[config.mk]
export PLATFORM = sky130hd
export DESIGN_NAME = xoshiro256ss_random_generator
export DESIGN_NICKNAME = d
export VERILOG_FILES = /design/src/rtl/core/xsr_pkg.sv /design/src/rtl/core/xsr_mul.sv /design/src/rtl/core/xsr_div.sv /design/src/rtl/core/xoshiro256ss_random_generator.sv
export VERILOG_INCLUDE_DIRS = /design/src /design/src/rtl/core
export SDC_FILE = /design/constraint.sdc
export NUM_CORES = 2
export LEC_CHECK = 0
export BUFFER_PORTS_ARGS = -buffer_cell sky130_fd_sc_hd__buf_2
export CAP_MARGIN = 25
export CORE_UTILIZATION = 54
export CTS_CLUSTER_DIAMETER = 200
export CTS_CLUSTER_SIZE = 40
export DETAILED_ROUTE_END_ITERATION = 8
export HOLD_SLACK_MARGIN = 0.02
export PLACE_DENSITY = 0.74
export RECOVER_POWER = 25
export SLEW_MARGIN = 25
export SYNTH_ARGS = -nofsm -noshare
export SYNTH_HDL_FRONTEND = slang
export SYNTH_SLANG_ARGS = --single-unit
[constraint.sdc]
create_clock -name clk -period 10 [get_ports clk]
set_clock_uncertainty 0.1 [all_clocks]
set_input_delay 2 -clock clk [delete_from_list [all_inputs] [get_ports clk]]
set_output_delay 2 -clock clk [all_outputs]
set_load 0.01 [all_outputs]
[src/rtl/core/xoshiro256ss_random_generator_defines.svh]
// ----------------------------------------------------------------------------
// Assertion macros for the xoshiro256** random generator
// Shared property forms; each use sits on a line of its own.
// ----------------------------------------------------------------------------
`ifndef XOSHIRO256SS_RANDOM_GENERATOR_DEFINES_SVH
`define XOSHIRO256SS_RANDOM_GENERATOR_DEFINES_SVH

// The consequent must hold in the same cycle as the antecedent.
`define XSR_CHECK_NOW(label, ante, cons, msg) \
  label: assert property (@(posedge clk) disable iff (!rst_n) (ante) |-> (cons)) \
    else $error(msg);

// The consequent must hold in the cycle after the antecedent.
`define XSR_CHECK_NEXT(label, ante, cons, msg) \
  label: assert property (@(posedge clk) disable iff (!rst_n) (ante) |=> (cons)) \
    else $error(msg);

`endif

[src/rtl/core/xsr_pkg.sv]
// ----------------------------------------------------------------------------
// xsr_pkg
// Widths, constants, status types and helpers of the xoshiro256** generator.
// ----------------------------------------------------------------------------
package xsr_pkg;

  localparam int unsigned WORD_W        = 64;
  localparam int unsigned FUNC_W        = 2;
  localparam int unsigned NUM_WORDS     = 4;
  localparam int unsigned WORD_IDX_W    = $clog2(NUM_WORDS);
  // Default multiplier digit width; a power of two from 1 to 32.
  localparam int unsigned MUL_DIGIT_W_DEF = 4;

  // Request codes.
  localparam logic [FUNC_W-1:0] FUNC_SEED  = 2'd0;
  localparam logic [FUNC_W-1:0] FUNC_NEXT  = 2'd1;
  localparam logic [FUNC_W-1:0] FUNC_RANGE = 2'd2;

  // Splitmix64 constants.
  localparam logic [WORD_W-1:0] GOLDEN_STEP = 64'h9e37_79b9_7f4a_7c15;
  localparam logic [WORD_W-1:0] MIX_MUL_A   = 64'hbf58_476d_1ce4_e5b9;
  localparam logic [WORD_W-1:0] MIX_MUL_B   = 64'h94d0_49bb_1331_11eb;
  localparam int unsigned MIX_SHIFT_1 = 30;
  localparam int unsigned MIX_SHIFT_2 = 27;
  localparam int unsigned MIX_SHIFT_3 = 31;

  // Xoshiro256** constants.
  localparam int unsigned XS_SHIFT   = 17;
  localparam int unsigned XS_ROT     = 45;
  localparam int unsigned SCR_ROT    = 7;

  localparam logic [WORD_W-1:0] ALL_ONES = '1;

  // Status of a multi-cycle arithmetic unit.
  typedef struct packed {
    logic busy;
    logic done;
  } unit_stat_t;

  // Rotate left by a constant amount between 1 and WORD_W-1.
  function automatic logic [WORD_W-1:0] rotl(input logic [WORD_W-1:0] v,
                                             input int unsigned amt);
    rotl = (v << amt) | (v >> (WORD_W - amt));
  endfunction

endpackage

[src/rtl/core/xsr_mul.sv]
// ----------------------------------------------------------------------------
// xsr_mul
// Digit-serial multiplier giving the low word of a product, one digit a cycle.
// ----------------------------------------------------------------------------
module xsr_mul #(
  parameter int unsigned DIGIT_W = xsr_pkg::MUL_DIGIT_W_DEF
) (
  input  logic                       clk,
  input  logic                       rst_n,
  input  logic                       start,
  input  logic [xsr_pkg::WORD_W-1:0] mcand,
  input  logic [xsr_pkg::WORD_W-1:0] mplier,
  output xsr_pkg::unit_stat_t        stat,
  output logic [xsr_pkg::WORD_W-1:0] product
);
  import xsr_pkg::*;

  localparam int unsigned STEPS = WORD_W / DIGIT_W;
  localparam int unsigned CNT_W = $clog2(STEPS);
  localparam logic [CNT_W-1:0] CNT_LAST = CNT_W'(STEPS - 1);

  logic                      busy_r, busy_nxt;
  logic                      done_r, done_nxt;
  logic [CNT_W-1:0]          cnt_r, cnt_nxt;
  logic [WORD_W-1:0]         mcand_r, mcand_nxt;
  logic [WORD_W-1:0]         mplier_r, mplier_nxt;
  logic [WORD_W-1:0]         acc_r, acc_nxt;
  logic [WORD_W+DIGIT_W-1:0] partial;

  // One digit of the multiplier times the shifted multiplicand.
  assign partial = {{DIGIT_W{1'b0}}, mcand_r} * {{WORD_W{1'b0}}, mplier_r[DIGIT_W-1:0]};

  // Next-state logic for the sequencer and the shift registers.
  always_comb begin
    busy_nxt   = busy_r;
    done_nxt   = 1'b0;
    cnt_nxt    = cnt_r;
    mcand_nxt  = mcand_r;
    mplier_nxt = mplier_r;
    acc_nxt    = acc_r;
    if (start) begin
      busy_nxt   = 1'b1;
      cnt_nxt    = '0;
      mcand_nxt  = mcand;
      mplier_nxt = mplier;
      acc_nxt    = '0;
    end else if (busy_r) begin
      acc_nxt    = acc_r + partial[WORD_W-1:0];
      mcand_nxt  = mcand_r << DIGIT_W;
      mplier_nxt = mplier_r >> DIGIT_W;
      cnt_nxt    = cnt_r + 1'b1;
      if (cnt_r == CNT_LAST) begin
        busy_nxt = 1'b0;
        done_nxt = 1'b1;
      end
    end
  end

  // Control registers.
  always_ff @(posedge clk) begin
    if (!rst_n) begin
      busy_r <= 1'b0;
      done_r <= 1'b0;
      cnt_r  <= '0;
    end else begin
      busy_r <= busy_nxt;
      done_r <= done_nxt;
      cnt_r  <= cnt_nxt;
    end
  end

  // Datapath registers.
  always_ff @(posedge clk) begin
    mcand_r  <= mcand_nxt;
    mplier_r <= mplier_nxt;
    acc_r    <= acc_nxt;
  end

  assign stat.busy = busy_r;
  assign stat.done = done_r;
  assign product   = acc_r;

endmodule

[src/rtl/core/xsr_div.sv]
// ----------------------------------------------------------------------------
// xsr_div
// Bit-serial restoring divider that returns the remainder, one bit a cycle.
// ----------------------------------------------------------------------------
module xsr_div (
  input  logic                       clk,
  input  logic                       rst_n,
  input  logic                       start,
  input  logic [xsr_pkg::WORD_W-1:0] dividend,
  input  logic [xsr_pkg::WORD_W-1:0] divisor,
  output xsr_pkg::unit_stat_t        stat,
  output logic [xsr_pkg::WORD_W-1:0] remainder
);
  import xsr_pkg::*;

  localparam int unsigned CNT_W = $clog2(WORD_W);
  localparam logic [CNT_W-1:0] CNT_LAST = CNT_W'(WORD_W - 1);

  logic              busy_r, busy_nxt;
  logic              done_r, done_nxt;
  logic [CNT_W-1:0]  cnt_r, cnt_nxt;
  logic [WORD_W-1:0] rem_r, rem_nxt;
  logic [WORD_W-1:0] quo_r, quo_nxt;
  logic [WORD_W-1:0] dvs_r, dvs_nxt;
  logic [WORD_W:0]   trial;
  logic [WORD_W:0]   diff;
  logic              fits;

  // Bring down the next dividend bit and subtract the divisor when it fits.
  assign trial = {rem_r, quo_r[WORD_W-1]};
  assign fits  = trial >= {1'b0, dvs_r};
  assign diff  = trial - {1'b0, dvs_r};

  always_comb begin
    busy_nxt = busy_r;
    done_nxt = 1'b0;
    cnt_nxt  = cnt_r;
    rem_nxt  = rem_r;
    quo_nxt  = quo_r;
    dvs_nxt  = dvs_r;
    if (start) begin
      busy_nxt = 1'b1;
      cnt_nxt  = '0;
      rem_nxt  = '0;
      quo_nxt  = dividend;
      dvs_nxt  = divisor;
    end else if (busy_r) begin
      rem_nxt = fits ? diff[WORD_W-1:0] : trial[WORD_W-1:0];
      quo_nxt = quo_r << 1;
      cnt_nxt = cnt_r + 1'b1;
      if (cnt_r == CNT_LAST) begin
        busy_nxt = 1'b0;
        done_nxt = 1'b1;
      end
    end
  end

  // Control registers.
  always_ff @(posedge clk) begin
    if (!rst_n) begin
      busy_r <= 1'b0;
      done_r <= 1'b0;
      cnt_r  <= '0;
    end else begin
      busy_r <= busy_nxt;
      done_r <= done_nxt;
      cnt_r  <= cnt_nxt;
    end
  end

  // Datapath registers.
  always_ff @(posedge clk) begin
    rem_r <= rem_nxt;
    quo_r <= quo_nxt;
    dvs_r <= dvs_nxt;
  end

  assign stat.busy = busy_r;
  assign stat.done = done_r;
  assign remainder = rem_r;

endmodule

[src/rtl/core/xoshiro256ss_random_generator.sv]
// ----------------------------------------------------------------------------
// xoshiro256ss_random_generator
// Xoshiro256** generator with splitmix64 seeding and unbiased range draws.
// ----------------------------------------------------------------------------
// Usage: one request per input transaction (in_valid/in_ready). Func 0 seeds
// the four state words from in_seed_value and returns nothing. Func 1
// returns one raw draw. Func 2 returns a uniform draw in the signed range
// in_range_low..in_range_high; inverted bounds return zero with
// out_bad_bounds set and leave the state alone. Func 3 is dropped.
// A range that spans every value is drawn like a raw draw. A range draw
// runs the bit-serial remainder divider once for the acceptance limit and
// once for the final remainder; a rejected draw is drawn again before the
// remainder. Inverted bounds skip the draw. A seed runs two products per
// state word on the digit-serial multiplier, of digit width MUL_DIGIT_W.
// One request is worked on at a time; in_ready is high only when idle.
// Results sit in an output register, so a new request is accepted while
// the last result still waits; a stalled receiver holds the next result.
// Reset clears the state words to zero, so raw draws return zero until seeded.
// ----------------------------------------------------------------------------
`include "xoshiro256ss_random_generator_defines.svh"

module xoshiro256ss_random_generator #(
  parameter int unsigned MUL_DIGIT_W = xsr_pkg::MUL_DIGIT_W_DEF
) (
  input  logic                              clk,
  input  logic                              rst_n,
  input  logic                              in_valid,
  output logic                              in_ready,
  input  logic [xsr_pkg::FUNC_W-1:0]        in_func,
  input  logic [xsr_pkg::WORD_W-1:0]        in_seed_value,
  input  logic signed [xsr_pkg::WORD_W-1:0] in_range_low,
  input  logic signed [xsr_pkg::WORD_W-1:0] in_range_high,
  output logic                              out_valid,
  input  logic                              out_ready,
  output logic [xsr_pkg::WORD_W-1:0]        out_number,
  output logic                              out_bad_bounds
);
  import xsr_pkg::*;

  typedef enum logic [10:0] {
    ST_IDLE      = 11'b000_0000_0001,
    ST_DECODE    = 11'b000_0000_0010,
    ST_SEED_MIX  = 11'b000_0000_0100,
    ST_SEED_MULA = 11'b000_0000_1000,
    ST_SEED_MULB = 11'b000_0001_0000,
    ST_LIMIT     = 11'b000_0010_0000,
    ST_DRAW      = 11'b000_0100_0000,
    ST_SCRAMBLE  = 11'b000_1000_0000,
    ST_CHECK     = 11'b001_0000_0000,
    ST_REM       = 11'b010_0000_0000,
    ST_EMIT      = 11'b100_0000_0000
  } state_t;

  state_t                   state_r, state_nxt;
  logic [WORD_W-1:0]        gen_word_r [NUM_WORDS];
  logic [WORD_W-1:0]        gen_word_nxt [NUM_WORDS];
  logic [WORD_IDX_W-1:0]    word_idx_r, word_idx_nxt;
  logic                     out_valid_r, out_valid_nxt;

  logic [FUNC_W-1:0]        func_r, func_nxt;
  logic [WORD_W-1:0]        acc_r, acc_nxt;
  logic signed [WORD_W-1:0] lo_r, lo_nxt;
  logic signed [WORD_W-1:0] hi_r, hi_nxt;
  logic [WORD_W-1:0]        limit_r, limit_nxt;
  logic                     raw_mode_r, raw_mode_nxt;
  logic [WORD_W-1:0]        t_r, t_nxt;
  logic [WORD_W-1:0]        draw_r, draw_nxt;
  logic [WORD_W-1:0]        result_r, result_nxt;
  logic                     bad_r, bad_nxt;
  logic [WORD_W-1:0]        out_number_r, out_number_nxt;
  logic                     out_bad_r, out_bad_nxt;

  logic                     in_fire;
  logic                     out_free;
  logic [WORD_W-1:0]        span;
  logic [WORD_W-1:0]        size;
  logic                     bounds_bad;
  logic [WORD_W-1:0]        acc_step;
  logic [WORD_W-1:0]        rot_t;

  logic                     mul_start;
  logic [WORD_W-1:0]        mul_a;
  logic [WORD_W-1:0]        mul_b;
  unit_stat_t               mul_stat;
  logic [WORD_W-1:0]        mul_prod;

  logic                     div_start;
  logic [WORD_W-1:0]        div_dividend;
  unit_stat_t               div_stat;
  logic [WORD_W-1:0]        div_rem;

  assign in_ready = (state_r == ST_IDLE);
  assign in_fire  = in_valid && in_ready;
  assign out_free = !out_valid_r || out_ready;

  // Range arithmetic on the held bounds.
  assign bounds_bad = hi_r < lo_r;
  assign span       = $unsigned(hi_r) - $unsigned(lo_r);
  assign size       = span + 1'b1;

  // Splitmix64 counter step and the scrambler rotate.
  assign acc_step = acc_r + GOLDEN_STEP;
  assign rot_t    = rotl(t_r, SCR_ROT);

  // Multiplier operands: first or second mixing product.
  always_comb begin
    mul_b = (state_r == ST_SEED_MIX) ? MIX_MUL_A : MIX_MUL_B;
    if (state_r == ST_SEED_MIX) begin
      mul_a = acc_step ^ (acc_step >> MIX_SHIFT_1);
    end else begin
      mul_a = mul_prod ^ (mul_prod >> MIX_SHIFT_2);
    end
  end

  assign mul_start = (state_r == ST_SEED_MIX) ||
                     ((state_r == ST_SEED_MULA) && mul_stat.done);

  // Divider: acceptance limit at decode, draw remainder after a check.
  assign div_dividend = (state_r == ST_DECODE) ? ALL_ONES : draw_r;

  // Sequencer and datapath next values.
  always_comb begin
    state_nxt      = state_r;
    gen_word_nxt   = gen_word_r;
    word_idx_nxt   = word_idx_r;
    out_valid_nxt  = out_valid_r && !out_ready;
    func_nxt       = func_r;
    acc_nxt        = acc_r;
    lo_nxt         = lo_r;
    hi_nxt         = hi_r;
    limit_nxt      = limit_r;
    raw_mode_nxt   = raw_mode_r;
    t_nxt          = t_r;
    draw_nxt       = draw_r;
    result_nxt     = result_r;
    bad_nxt        = bad_r;
    out_number_nxt = out_number_r;
    out_bad_nxt    = out_bad_r;
    div_start      = 1'b0;

    case (state_r)
      ST_IDLE: begin
        if (in_fire) begin
          func_nxt     = in_func;
          acc_nxt      = in_seed_value;
          lo_nxt       = in_range_low;
          hi_nxt       = in_range_high;
          word_idx_nxt = '0;
          state_nxt    = ST_DECODE;
        end
      end

      ST_DECODE: begin
        case (func_r)
          FUNC_SEED: begin
            state_nxt = ST_SEED_MIX;
          end
          FUNC_NEXT: begin
            raw_mode_nxt = 1'b1;
            state_nxt    = ST_DRAW;
          end
          FUNC_RANGE: begin
            if (bounds_bad) begin
              result_nxt = '0;
              bad_nxt    = 1'b1;
              state_nxt  = ST_EMIT;
            end else if (span == ALL_ONES) begin
              raw_mode_nxt = 1'b1;
              state_nxt    = ST_DRAW;
            end else begin
              raw_mode_nxt = 1'b0;
              div_start    = 1'b1;
              state_nxt    = ST_LIMIT;
            end
          end
          default: begin
            state_nxt = ST_IDLE;
          end
        endcase
      end

      // Seeding: one splitmix64 output per pass, two serial products each.
      ST_SEED_MIX: begin
        acc_nxt   = acc_step;
        state_nxt = ST_SEED_MULA;
      end

      ST_SEED_MULA: begin
        if (mul_stat.done) begin
          state_nxt = ST_SEED_MULB;
        end
      end

      ST_SEED_MULB: begin
        if (mul_stat.done) begin
          gen_word_nxt[word_idx_r] = mul_prod ^ (mul_prod >> MIX_SHIFT_3);
          if (word_idx_r == WORD_IDX_W'(NUM_WORDS - 1)) begin
            state_nxt = ST_IDLE;
          end else begin
            word_idx_nxt = word_idx_r + 1'b1;
            state_nxt    = ST_SEED_MIX;
          end
        end
      end

      ST_LIMIT: begin
        if (div_stat.done) begin
          limit_nxt = ALL_ONES - div_rem;
          state_nxt = ST_DRAW;
        end
      end

      // Draw: first scrambler product and the state advance.
      ST_DRAW: begin
        t_nxt           = gen_word_r[1] + {gen_word_r[1][WORD_W-3:0], 2'b00};
        gen_word_nxt[0] = gen_word_r[0] ^ gen_word_r[3] ^ gen_word_r[1];
        gen_word_nxt[1] = gen_word_r[1] ^ gen_word_r[2] ^ gen_word_r[0];
        gen_word_nxt[2] = gen_word_r[2] ^ gen_word_r[0] ^ (gen_word_r[1] << XS_SHIFT);
        gen_word_nxt[3] = rotl(gen_word_r[3] ^ gen_word_r[1], XS_ROT);
        state_nxt       = ST_SCRAMBLE;
      end

      ST_SCRAMBLE: begin
        draw_nxt  = rot_t + {rot_t[WORD_W-4:0], 3'b000};
        state_nxt = ST_CHECK;
      end

      // Rejection test against the acceptance limit.
      ST_CHECK: begin
        if (raw_mode_r) begin
          result_nxt = draw_r;
          bad_nxt    = 1'b0;
          state_nxt  = ST_EMIT;
        end else if ((draw_r == ALL_ONES) || (draw_r > limit_r)) begin
          state_nxt = ST_DRAW;
        end else begin
          div_start = 1'b1;
          state_nxt = ST_REM;
        end
      end

      ST_REM: begin
        if (div_stat.done) begin
          result_nxt = $unsigned(lo_r) + div_rem;
          bad_nxt    = 1'b0;
          state_nxt  = ST_EMIT;
        end
      end

      // Hand the result to the output register once it is free.
      ST_EMIT: begin
        if (out_free) begin
          out_number_nxt = result_r;
          out_bad_nxt    = bad_r;
          out_valid_nxt  = 1'b1;
          state_nxt      = ST_IDLE;
        end
      end

      default: begin
        state_nxt = ST_IDLE;
      end
    endcase
  end

  // Control registers and the generator state.
  always_ff @(posedge clk) begin
    if (!rst_n) begin
      state_r     <= ST_IDLE;
      word_idx_r  <= '0;
      out_valid_r <= 1'b0;
      for (int i = 0; i < NUM_WORDS; i++) begin
        gen_word_r[i] <= '0;
      end
    end else begin
      state_r     <= state_nxt;
      word_idx_r  <= word_idx_nxt;
      out_valid_r <= out_valid_nxt;
      for (int i = 0; i < NUM_WORDS; i++) begin
        gen_word_r[i] <= gen_word_nxt[i];
      end
    end
  end

  // Datapath registers.
  always_ff @(posedge clk) begin
    func_r       <= func_nxt;
    acc_r        <= acc_nxt;
    lo_r         <= lo_nxt;
    hi_r         <= hi_nxt;
    limit_r      <= limit_nxt;
    raw_mode_r   <= raw_mode_nxt;
    t_r          <= t_nxt;
    draw_r       <= draw_nxt;
    result_r     <= result_nxt;
    bad_r        <= bad_nxt;
    out_number_r <= out_number_nxt;
    out_bad_r    <= out_bad_nxt;
  end

  // Digit-serial multiplier for the splitmix64 products.
  xsr_mul #(
    .DIGIT_W (MUL_DIGIT_W)
  ) u_mul (
    .clk     (clk),
    .rst_n   (rst_n),
    .start   (mul_start),
    .mcand   (mul_a),
    .mplier  (mul_b),
    .stat    (mul_stat),
    .product (mul_prod)
  );

  // Bit-serial remainder unit for the range draws.
  xsr_div u_div (
    .clk       (clk),
    .rst_n     (rst_n),
    .start     (div_start),
    .dividend  (div_dividend),
    .divisor   (size),
    .stat      (div_stat),
    .remainder (div_rem)
  );

  assign out_valid      = out_valid_r;
  assign out_number     = out_number_r;
  assign out_bad_bounds = out_bad_r;

  // Assertions.
  `XSR_CHECK_NOW(a_mul_start_idle, mul_start, !mul_stat.busy, "multiplier restarted while busy")
  `XSR_CHECK_NOW(a_div_start_idle, div_start, !div_stat.busy, "divider restarted while busy")
  `XSR_CHECK_NEXT(a_range_in_bounds, (state_r == ST_REM) && div_stat.done, ($signed(result_r) >= lo_r) && ($signed(result_r) <= hi_r), "range draw outside its bounds")
  `XSR_CHECK_NOW(a_bad_bounds_zero, out_valid_r && out_bad_r, out_number_r == '0, "bad bounds result is not zero")

endmodule
==> impl_metrics.ini <==
[run_status]
status = finished, violations left
violations = capacitance limit, slew limit

[detailed_routing]
drtIter0Drc = 6282
met3_length_um = 17500
route.detailed.drc = 0
via_per_inst = 6.24
drt-met1-wl_um = 93400
route.met2.wl_um = 115000
drt-pass1-iter-count = 8
top_layer = met5
wl_per_cell_um = 23.8
finalWirelength_um = 248000
via_count = 65054
ant_nets = 0

[grt]
grt_pass1_wl_um = 372000
grt_max_degree = 94
overflow = 0
groute.usage.overall = 0.329
grt_pass1_vias = 62234
antenna_found_initial = 2

[setup_path]
end_kind = flip-flop
reg2reg_depth = 16
crit_type = flip-flop to flip-flop
worstSetupStartpointType = flip-flop
critPathMaxStageDelay_ns = 0.91
crit_top_cell = nand2b_1
arrival_ns = 7.41
required_ns = 10.02
path_cells = ha_1 -> fa_1 -> nand2b_1 -> a21o_1 -> a211o_1 -> a211oi_1 -> o21ai_0 -> nand2_1 -> xor2_1 -> nand4b_1 -> nor4_1 -> nand4_1 -> nand2b_1 -> o41ai_4 -> buf_4 -> nand3_4
cpMaxStageDelayCell = nand3_4
critPathMaxFanout = 68

[sta]
rsz0062_at_grt = no
tightestPinTransition_ns = 3.95
final_max_slew_viol_count = 632
hold_viol = 0
fin_crit_sh = 0.739
min_period_ns = 7.39
timing.fmax_mhz = 135
setup_viol = 0
hold_slack_ns = 0.335
setup-tns-final_ns = 0
slew_headroom = -1.64

[synth]
synthCells = 8529
synth_area_um2 = 78800
synth-seq-cells = 1183
synth_flop_cell = edfxtp_1
yosysSeqAreaShare = 0.399
synth_cell_types = 103
ys_warn_count = 0
synth_edf_count = 771
synth_area_per_cell_um2 = 9.24
synthArstFlopShare = 0
syn-num-nets = 9366

[layout]
drive_gt1_frac = 0.0545
final_cell_mix = nand2_1 (881), edfxtp_1 (771), nor2_1 (705)
nFillCells = 12754
num-nets-final = 9343
area_growth_pct = 4.88
fin_util = 0.573
postLayoutCellArea_um2 = 82600
final_common_cell = nand2_1

[power_and_ir_drop]
peakVddDrop_uv = 175
powerDensity_nw_per_um2 = 207
p_leak_nw = 33.4

[clock_network]
h-tree-depth = 2
cts-root-buf = clkbuf_16
worstSkewPairLatency_ns = 0.71
clock_path_buffers = 3
cts_buffers = 35
cts_tree = built
post-cts-setup-buffer-count = 0
hold_buffers = 0
clk_pin_slew_ns = 0.15
numClockSinks = 1183
cts_resized = 0

[floorplanning]
die_h_um = 384
die-area_um2 = 147000
start_util = 0.546
io_pins = 265
fp.dieW_um = 384
core_um2 = 144000
placement_rows = 139

[placed_design]
numPortBuffers = 264
routabilityCongestion = 0.982
place_area_um2 = 81700
hpwl_um = 188000

[worst_hold_path]
hold_path_depth = 0
hold_class = flip-flop to flip-flop

[run]
maxCapViolations = 10
-- cells in the mapped netlist, types with 18 or more instances --
cell type	n	area [µm²]
a211oi_1	120	901
a21o_1	261	1960
a21oi_1	640	3200
a221o_1	18	180
a221oi_1	54	473
a22oi_1	26	195
a311oi_1	30	263
a31oi_1	78	488
and2_1	225	1410
and3_1	86	538
and4_1	21	184
buf_1	18	67.6
clkbuf_1	365	1370
dfxtp_1	412	8250
edfxtp_1	771	23200
fa_1	187	3740
ha_1	452	5660
inv_1	606	2270
mux2i_1	58	581
nand2_1	887	3330
nand2b_1	68	425
nand3_1	126	631
nand3b_1	30	225
nand4_1	103	644
nor2_1	709	2660
nor2b_1	94	588
nor3_1	137	686
nor3b_1	43	323
nor4_1	46	288
o211ai_1	137	1030
o21a_1	50	375
o21ai_0	487	2440
o21bai_1	65	488
o22ai_1	22	138
o31ai_1	23	173
o32ai_1	30	263
or3_1	39	244
xnor2_1	469	4110
xor2_1	257	2250
-- worst max-delay path, delay by kind of cell, from the launching register on --
family | cells | cell delay (ns)
DFF | 1 | 0.46
AOI/OAI and AO/OA | 5 | 1.90
adders and majority gates | 2 | 0.67
xor gates and xnor gates | 1 | 0.24
and+or+nand+nor | 7 | 2.60
buffers and inverters | 1 | 0.71
-- final cells by class --
class | instances | area, µm² | area share
well taps | 1903 | 2380 | 0.0288
repair buffers | 344 | 1860 | 0.0225
clock inverters | 4 | 46.3 | 0.000560
inverters | 611 | 2300 | 0.0278
clock buffers | 55 | 972 | 0.0118
flip-flops and latches | 1183 | 31400 | 0.380
diodes | 1 | 2.50 | 0.0000303
multi-input cells | 6331 | 43700 | 0.528
-- per-layer routing --
metal / global-route usage / vias to the layer above
met5: 0 / -
met4: 0.244 / 2
met3: 0.0360 / 666
met2: 0.547 / 2872
met1: 0.395 / 31323
li1: - / 30191
-- registers in the layout (all words and copies together) (netlist names), 4 cells and up --
register	cells
u_mul.product	64
u_div.cnt_r	6
u_div.remainder	64
u_div.dvs_r	64
t_r	64
gen_word_r	256
u_mul.mplier_r	62
result_r	64
acc_r	64
u_mul.mcand_r	64
lo_r	64
limit_r	64
u_div.quo_r	64
draw_r	64
u_mul.cnt_r	4
out_number	64
hi_r	64
state_r	11
-- worst paths after layout --
check | start | endpoint | slack [ns]
max | lo_r[0] | u_div.quo_r[17] | 2.61
min | result_r[8] | out_number[8] | 0.33
max reg2reg | lo_r[0] | u_div.quo_r[17] | 2.61
min reg2reg | result_r[8] | out_number[8] | 0.33
-- power by group --
part / leakage (nW) / switching [mW] / internal [mW]
combinational: 22.5 / 5.21 / 2.98
clock: 0.489 / 1.52 / 0.697
sequential: 10.4 / 0.850 / 5.87
total: 33.4 / 7.58 / 9.56
-- logic make-up after synthesis --
group / Yosys count / synth area share
flops: 1183 / 0.399
xor+xnor: 730 / 0.0818
compound gates: 2228 / 0.182
buf+inv: 1015 / 0.0489
fa+ha+maj: 639 / 0.119
simple gates: 2672 / 0.161
mux: 62 / 0.00794
-- through the flow --
stage | worst slack [ns] | total power [mW] | instances
5_1_grt | 2.26 | 18.0 | 10431
3_3_place_gp | 3.00 | 14.7 | 10372
3_5_place_dp | 2.82 | 14.8 | 10372
2_1_floorplan | 0.313 | 12.1 | 8529
4_1_cts | 2.75 | 17.0 | 10431
6_report | 2.61 | 17.1 | 10432
(Power assumes the default switching activity.)
